**config.mk**
```make
export PLATFORM = sky130hd
export DESIGN_NAME = smf_cell
export DESIGN_NICKNAME = d
export VERILOG_FILES = /design/src/rtl/smf_pkg.sv /design/src/rtl/smf_cell.sv
export SDC_FILE = /design/constraint.sdc
export NUM_CORES = 1
export LEC_CHECK = 0
export ABC_CLOCK_PERIOD_IN_PS = 3100
export BUFFER_PORTS_ARGS = -buffer_cell sky130_fd_sc_hd__buf_2
export CELL_PAD_IN_SITES_DETAIL_PLACEMENT = 1
export CELL_PAD_IN_SITES_GLOBAL_PLACEMENT = 2
export CORE_ASPECT_RATIO = 0.7
export CORE_MARGIN = 4
export CORE_UTILIZATION = 25
export CTS_CLUSTER_SIZE = 16
export DETAILED_ROUTE_END_ITERATION = 8
export HOLD_SLACK_MARGIN = 0.03
export MAX_ROUTING_LAYER = met4
export PLACE_DENSITY = 0.91
export SLEW_MARGIN = 20
export SYNTH_ARGS = -nofsm -noshare
export SYNTH_HDL_FRONTEND = slang
export SYNTH_SLANG_ARGS = --single-unit
export TNS_END_PERCENT = 100
```
**constraint.sdc**
```tcl
create_clock -name clk_i -period 3.1 [get_ports clk_i]
set_input_delay 0.31 -clock clk_i [delete_from_list [all_inputs] [get_ports clk_i]]
set_output_delay 0.31 -clock clk_i [all_outputs]
set_load 0.1 [all_outputs]
```
**src/rtl/smf_pkg.sv**
```systemverilog
package smf_pkg;

  // Default queue depth
  localparam int unsigned SmfDepth = 64;

  // Request codes
  typedef logic [1:0] req_t;
  localparam req_t REQ_ENQ  = 2'd0;
  localparam req_t REQ_DEQ  = 2'd1;
  localparam req_t REQ_SRCH = 2'd2;

  // Result status codes
  typedef logic [1:0] status_t;
  localparam status_t ST_OK       = 2'd0;
  localparam status_t ST_EMPTY    = 2'd1;
  localparam status_t ST_NOTFOUND = 2'd2;
  localparam status_t ST_FULL     = 2'd3;

  // Search token walking down the cell chain
  typedef struct packed {
    logic       vld;
    logic       found;
    logic [7:0] src;
  } tok_t;

endpackage

```
**src/rtl/smf_cell.sv**
```systemverilog
// One queue slot. Slot 0 is the head; a dequeue moves every slot one step
// toward the head. A search token passes through one slot per cycle.
module smf_cell import smf_pkg::*; #(
  parameter int unsigned IDX   = 0,
  parameter int unsigned CNT_W = 7
) (
  input  logic               clk_i,
  input  logic               rst_ni,
  input  logic [CNT_W-1:0]   count_i,
  input  logic               wr_i,
  input  logic               shift_i,
  input  logic [7:0]         wr_src_i,
  input  logic signed [31:0] wr_mesg_i,
  input  logic [7:0]         nxt_src_i,
  input  logic signed [31:0] nxt_mesg_i,
  input  logic signed [31:0] key_i,
  input  tok_t               tok_i,
  output logic [7:0]         src_o,
  output logic signed [31:0] mesg_o,
  output tok_t               tok_o
);

  logic [7:0]         src_q, src_d;
  logic signed [31:0] mesg_q, mesg_d;
  tok_t               tok_q, tok_d;
  logic               occupied;
  logic               wr_here;

  assign occupied = count_i > CNT_W'(IDX);
  assign wr_here  = wr_i && (count_i == CNT_W'(IDX));

  // Slot contents: load on enqueue at the tail, take neighbor on dequeue
  always_comb begin
    src_d  = src_q;
    mesg_d = mesg_q;
    if (wr_here) begin
      src_d  = wr_src_i;
      mesg_d = wr_mesg_i;
    end else if (shift_i) begin
      src_d  = nxt_src_i;
      mesg_d = nxt_mesg_i;
    end
  end

  always_ff @(posedge clk_i) begin
    src_q  <= src_d;
    mesg_q <= mesg_d;
  end

  // Token: first occupied slot with a matching payload claims it
  always_comb begin
    tok_d = tok_i;
    if (tok_i.vld && !tok_i.found && occupied && (mesg_q == key_i)) begin
      tok_d.found = 1'b1;
      tok_d.src   = src_q;
    end
  end

  always_ff @(posedge clk_i or negedge rst_ni) begin
    if (!rst_ni) begin
      tok_q <= '0;
    end else begin
      tok_q <= tok_d;
    end
  end

  assign src_o  = src_q;
  assign mesg_o = mesg_q;
  assign tok_o  = tok_q;

endmodule

```
==> results of run 1 <==
[path summary, 6_finish.rpt]
check,depth (start not counted),from,end
setup / recovery,5,mesg_o[14],tok_o[3]
hold / removal,1,tok_i[9],tok_o[9]
setup reg to reg,5,mesg_o[14],tok_o[3]
hold reg to reg,1,src_o[2],tok_o[2]
max in group asynchronous,2,rst_ni,tok_o[3]
min in group asynchronous,2,rst_ni,tok_o[0]
[cell type report]
cell class | instances | area (µm²)
multi-input combinational | 98 | 950.9
tap | 124 | 155.1
sequential | 50 | 1451
clock inverter | 2 | 13.76
timing repair buffer | 186 | 943.4
fill | 1059 | 5573
clock buffer | 6 | 128.9
[layout by cell type (no fill, tap or decap), drive strengths merged, types with 5 or more instances in the layout]
| cell | Yosys | final |
|---|---|---|
| buf | 4 | 185 |
| clkbuf | 0 | 6 |
| dfrtp | 10 | 10 |
| edfxtp | 40 | 40 |
| mux2 | 48 | 48 |
| nor4 | 8 | 8 |
| xnor2 | 5 | 5 |
| xor2 | 27 | 27 |
[layer usage]
metal / vias to the layer above / share of wire / global-route usage
met5: - / 0 / -
met4: 0 / 0.0096 / 0.03249
met3: 8 / 0.097 / 0.05036
met2: 123 / 0.47 / 0.2250
met1: 936 / 0.42 / 0.1654
li1: 945 / - / -
[sequential cells by signal, indices dropped and copies added, names as in the netlist]
signal,cells
mesg_o,32
src_o,8
tok_o,10
[critical path: stages, from the launching register on]
cell	delay, ns
edfxtp_1	0.41
xor2_1	0.16
nor4_1	0.39
nand4_1	0.28
nor4_4	0.50
mux2_2	0.41
[stage by stage]
step / hold slack (ns) / total power [µW] / utilization / worst slack, ns
after floorplan: 0.01441 / 1266 / - / 0.6354
after global placement: 0.1824 / 1423 / 0.3788 / 0.8325
after detailed placement: 0.1915 / 1431 / 0.3788 / 0.7560
after CTS: 0.1486 / 1989 / 0.3953 / 0.7720
after global routing: 0.1427 / 2050 / 0.3953 / 0.6260
final: 0.1567 / 1954 / 0.3953 / 0.8422
[what timing repair did]
action | CTS | global route
endpoints found under the hold margin | 10 | 0
setup endpoints to repair | 0 | 0
resized for setup | 0 | 0
hold buffers | 1 | 0
[power by group through the flow]
| stage | clock, µW | sequential [µW] | combinational (µW) |
|---|---|---|---|
| 2_1_floorplan | 0 | 1190 | 77.9 |
| 6_report | 543 | 813 | 599 |
| 3_5_place_dp | 0 | 829 | 603 |
| 4_1_cts | 569 | 814 | 605 |
| 5_1_grt | 604 | 820 | 626 |
| 3_3_place_gp | 0 | 825 | 597 |
[cells by family after synthesis]
logic type	after synthesis	share of synthesized area
muxes	48	0.2243
DFF	50	0.6023
and+or+nand+nor	18	0.05088
buffers and inverters	4	0.006229
xor gates and xnor gates	32	0.1163
==> metrics.yaml, run 1 <==
run_status:
  status: "complete, no violations"
job:
  cap_violations: 0
sta:
  relSlewSlack: 0.6098
  worst_pin_slew_ns: 0.5809
  finalSetupTns_ns: 0
  setup_viol: 0
  final_hold_viol_count: 0
  fmax_mhz: 442.9
  maxSlewViolCount: 0
  min_period_over_period: 0.7283
  fin_skew_ns: 0.006215
  period_minus_slack_ns: 2.258
  rsz0062_at_grt: "false"
logic_synthesis:
  synth_area_per_cell_um2: 15.85
  ys_ff_latch: 50
  synthFlopType: "edfxtp_1"
  synth_top_area_cell: "edfxtp_1"
  syn_area_um2: 2410
  synthCells: 152
  synth.net_count: 285
  yosysMostFrequentCell: "mux2_2"
  synthTopCellsByCount: "mux2_2, edfxtp_1, xor2_1"
  netlist_top_cells_area: "edfxtp_1, mux2_2, dfrtp_1"
  yosysUniqueCellTypes: 15
  ys_async_sr_fraction: 0.2000
  netlist.area_leader.share: 0.4984
  synth_enable_flop_cells: 40
  synth.yosys.seq_area_share: 0.6023
  ys_warn_count: 0
critical_path:
  cp.required_ns: 3.27
  crit_arrival_ns: 2.43
  worst_setup_path_end_kind: "flip-flop"
  startpoint_type: "flip-flop"
  critPathMaxFanout: 9
  rrSetupSlack_ns: 0.84
  critPathKind: "reg2reg"
grt:
  grtUsageTotal: 0.1385
  grt_max_degree: 32
  antenna_found_initial: 0
  grt_pass1_vias: 2306
  grt_pass1_wl_mm: 11.85
  overflow: 0
placement:
  dp_hpwl_mm: 6.477
  gp_congestion: 0.9334
  port_buffers: 182
  placed_area_um2: 3491
  dpl.cell_count: 457
final_layout:
  final_nets: 474
  num_antenna_cells: 0
  fin_cells: 466
  fin_area_um2: 3643
  syn_to_final_growth_pct: 51.19
  drive_above_1_share: 0.7135
power:
  ir_drop_uv: 210.2
  powerDensity_nw_per_um2: 536.4
  pwr-share-comb: 0.306
  power_frac_seq: 0.416
  swShare: 0.3726
  leakage_uw: 0.001668
  cellInternalPower_uw: 1226
  switching_power_uw: 728.3
  p_clk_frac: 0.278
die:
  die_width_um: 125.3
  die_y_um: 90.15
  die_area_um2: 11300
  rows: 29
  pin_count: 183
  start_util: 0.2615
  coreArea_um2: 9216
clock_tree:
  cts_buffers: 5
  path_clk_slew_ns: 0.07
  cts_buffer_depth: 2
  cts-htree-levels: 2
  cts_tree: "done"
  cts-root-buf: "clkbuf_16"
  cts.sinks: 50
  cts_setup_buffers: 0
  clk_latency_ns: 0.29
routing:
  ant_nets: 0
  drt_iter0_markers: 28
  wl_per_cell_um: 16.46
  routed_wl_mm: 7.672
  vias: 2012
  vias_per_cell: 4.318
  drt_first_pass_iters: 4
  drc_errors: 0
worst_hold_path:
  min-delay-path-class: "in2reg"
No activity file was read; power rests on OpenSTA's default activity.
==> run 2: changes to the inputs <==
Settings changed: ABC_CLOCK_PERIOD_IN_PS 3100 to 2100, CORE_UTILIZATION 25 to 23, PLACE_DENSITY 0.91 to 0.86.
Clock period 3.1 ns to 2.1 ns, I/O delays scaled along.
==> run 2 against run 1 <==
- register-to-register slack got worse by 0.76 ns
- first-iteration DRC count increased by 68%
- critical path type unchanged
- total power increased by 53%
- wire length increased by 0.82%
- clock-buffer cell count unchanged
- setup slack got worse by 0.76 ns
- final area increased by 2.3%
- fmax increased by 12%
==> metrics.yaml, run 2 (same netlist as run 1, synthesis figures left out) <==
critical_path:
  worst_setup_path_end_kind: "flip-flop"
  crit_path_cell_trace: "xor2_1 -> nor4_2 -> nand3_1 -> nor4_4 -> buf_6 -> mux2_2"
  cp.required_ns: 2.28  # -0.99 ns
  critPathKind: "reg2reg"
  cp_slowest_cell: "edfxtp_1"
  startpoint_type: "flip-flop"
  critPathMaxFanout: 9  # unchanged
  crit_path_max_incr_delay_ns: 0.42  # -0.08 ns
  crit_arrival_ns: 2.19  # -0.24 ns
power:
  switching_power_uw: 1094  # +50%
  cellInternalPower_uw: 1890  # +54%
  ir_drop_uv: 312.7  # +49%
  swShare: 0.3668  # -0.005864
  p_clk_frac: 0.297  # +0.019
  power_frac_seq: 0.402  # -0.014
  leakage_uw: 0.001700  # +1.9%
  powerDensity_nw_per_um2: 800.4  # +49%
  pwr-share-comb: 0.301  # -0.005
sta:
  finalSetupTns_ns: 0  # unchanged
  holdWs_ns: 0.05130  # -0.1054 ns
  fin_skew_ns: 0.006778  # +0.0005630 ns
  relSlewSlack: 0.6684  # +0.05855
  rsz0062_at_grt: "true"
  final_hold_viol_count: 0  # unchanged
  setup_viol: 0  # unchanged
  worst_pin_slew_ns: 0.5009  # -0.08001 ns
  fmax_mhz: 496.6  # +12%
  period_minus_slack_ns: 2.014  # -0.2440 ns
  min_period_over_period: 0.9589  # +0.2306
  maxSlewViolCount: 0  # unchanged
final_layout:
  drive_above_1_share: 0.7297  # +0.01620
  final_cell_mix: "buf_2, mux2_2, edfxtp_1, xor2_1, dfrtp_1"
  syn_to_final_growth_pct: 54.72
  fin_cells: 472  # +1.3%
  final_common_cell: "buf_2"
  num_antenna_cells: 0  # unchanged
  largest_register_ffs: 32  # unchanged
  fillers: 1133  # +7.0%
  final_nets: 476  # +0.42%
placement:
  dpl.cell_count: 462  # +1.1%
  gp_congestion: 0.7619  # -18%
  dp_hpwl_mm: 6.440  # -0.57%
  port_buffers: 182  # unchanged
job:
  cap_violations: 0  # unchanged
routing:
  drc_errors: 0  # unchanged
  wl_per_cell_um: 16.39  # -0.46%
  vias_per_cell: 4.178  # -3.2%
  vias: 1972  # -2.0%
  ant_nets: 0  # unchanged
  drt_iter0_markers: 47  # +68%
  routed_wl_mm: 7.735  # +0.82%
  drt_first_pass_iters: 4  # unchanged
clock_tree:
  path_clk_slew_ns: 0.07  # about the same
  cts_buffers: 5  # unchanged
  cts_tree: "done"
  cts-root-buf: "clkbuf_16"
  cts_buffer_depth: 2  # unchanged
  cts.sinks: 50  # unchanged
  cts-htree-levels: 2  # unchanged
  clk_latency_ns: 0.29  # about the same
die:
  start_util: 0.2423  # -0.01921
  die_width_um: 130.3  # +4.0%
  die_area_um2: 12210  # +8.0%
  rows: 30  # +3.4%
  pin_count: 183  # unchanged
  coreArea_um2: 9947  # +7.9%
  die_y_um: 93.64  # +3.9%
grt:
  grt_pass1_wl_mm: 11.44  # -3.5%
  overflow: 0  # unchanged
  antenna_found_initial: 0  # unchanged
  grt_max_degree: 41  # +28%
  grtUsageTotal: 0.1264  # -0.01213
  grt_pass1_vias: 2319  # +0.56%
run_status:
  status: "complete, no violations"
worst_hold_path:
  min-delay-path-class: "in2reg"
run 2: cell count changes in the layout (fill, tap and decap cells not counted):
cell       change
nor4_2         +4
buf_12         +1
nor4_1         -4
clkinv_4       -1
inv_4          +2
buf_6          +1
clkinv_2       -1
mux2_4         +1
mux2_2         -1
clkbuf_1       -1
clkbuf_16      +1
run 2: critical path: cells and delay by family (launching register included):
family	cells	cell delay (ns)
buffers and inverters	1	0.18
and+or+nand+nor	3	0.80
DFF	1	0.42
xor gates and xnor gates	1	0.17
muxes	1	0.34
run 2: layout make-up:
cell class / count / area, µm² / share of cell area
Clock inverter: 2 / 12.51 / 0.003356
Timing Repair Buffer: 188 / 974.7 / 0.2614
Multi-Input combinational cell: 98 / 979.7 / 0.2628
Tap cell: 128 / 160.2 / 0.04295
Sequential cell: 50 / 1451 / 0.3893
Clock buffer: 6 / 150.1 / 0.04027
run 2: per-stage QoR:
stage | cell area, µm² | total power (µW) | utilization | setup WS (ns)
2_1_floorplan | 2412 | 1868 | - | -0.3378
3_3_place_gp | 3516 | 2103 | 0.3535 | -0.03925
3_5_place_dp | 3516 | 2116 | 0.3535 | -0.04493
4_1_cts | 3701 | 3034 | 0.3721 | 0.003791
5_1_grt | 3729 | 3119 | 0.3748 | -0.04833
6_report | 3729 | 2984 | 0.3748 | 0.08626
run 2: repair_timing:
item,in CTS,in global routing
hold buffers,1,0
setup endpoints to repair,8,8
buffers inserted,0,1
pin swaps,0,2
resized for setup,2,4
hold endpoints to repair,10,0
run 2: final timing paths:
| path | slack, ns | cells past startpoint | to | from |
|---|---|---|---|---|
| max | 0.09 | 6 | tok_o[4] | mesg_o[19] |
| min | 0.05 | 1 | tok_o[9] | tok_i[9] |
| max reg2reg | 0.09 | 6 | tok_o[4] | mesg_o[19] |
| min reg2reg | 0.51 | 1 | tok_o[1] | src_o[1] |
| max in group asynchronous | 1.59 | 2 | tok_o[2] | rst_ni |
| min in group asynchronous | 0.31 | 2 | tok_o[9] | rst_ni |
run 2: power groups by stage:
stage / Sequential [µW] / Clock (µW) / Combinational [µW]
after floorplan: 1750 / 0 / 115
after global placement: 1220 / 0 / 888
after detailed placement: 1220 / 0 / 894
after CTS: 1200 / 930 / 903
after global routing: 1210 / 967 / 942
final: 1200 / 886 / 900
run 2: routing by layer:
layer,vias up,global-route usage,share of wire
met5,-,-,0
met2,113,0.2150,0.49
met4,0,0.03082,0.0078
met1,905,0.1435,0.39
met3,5,0.04395,0.11
li1,949,-,-
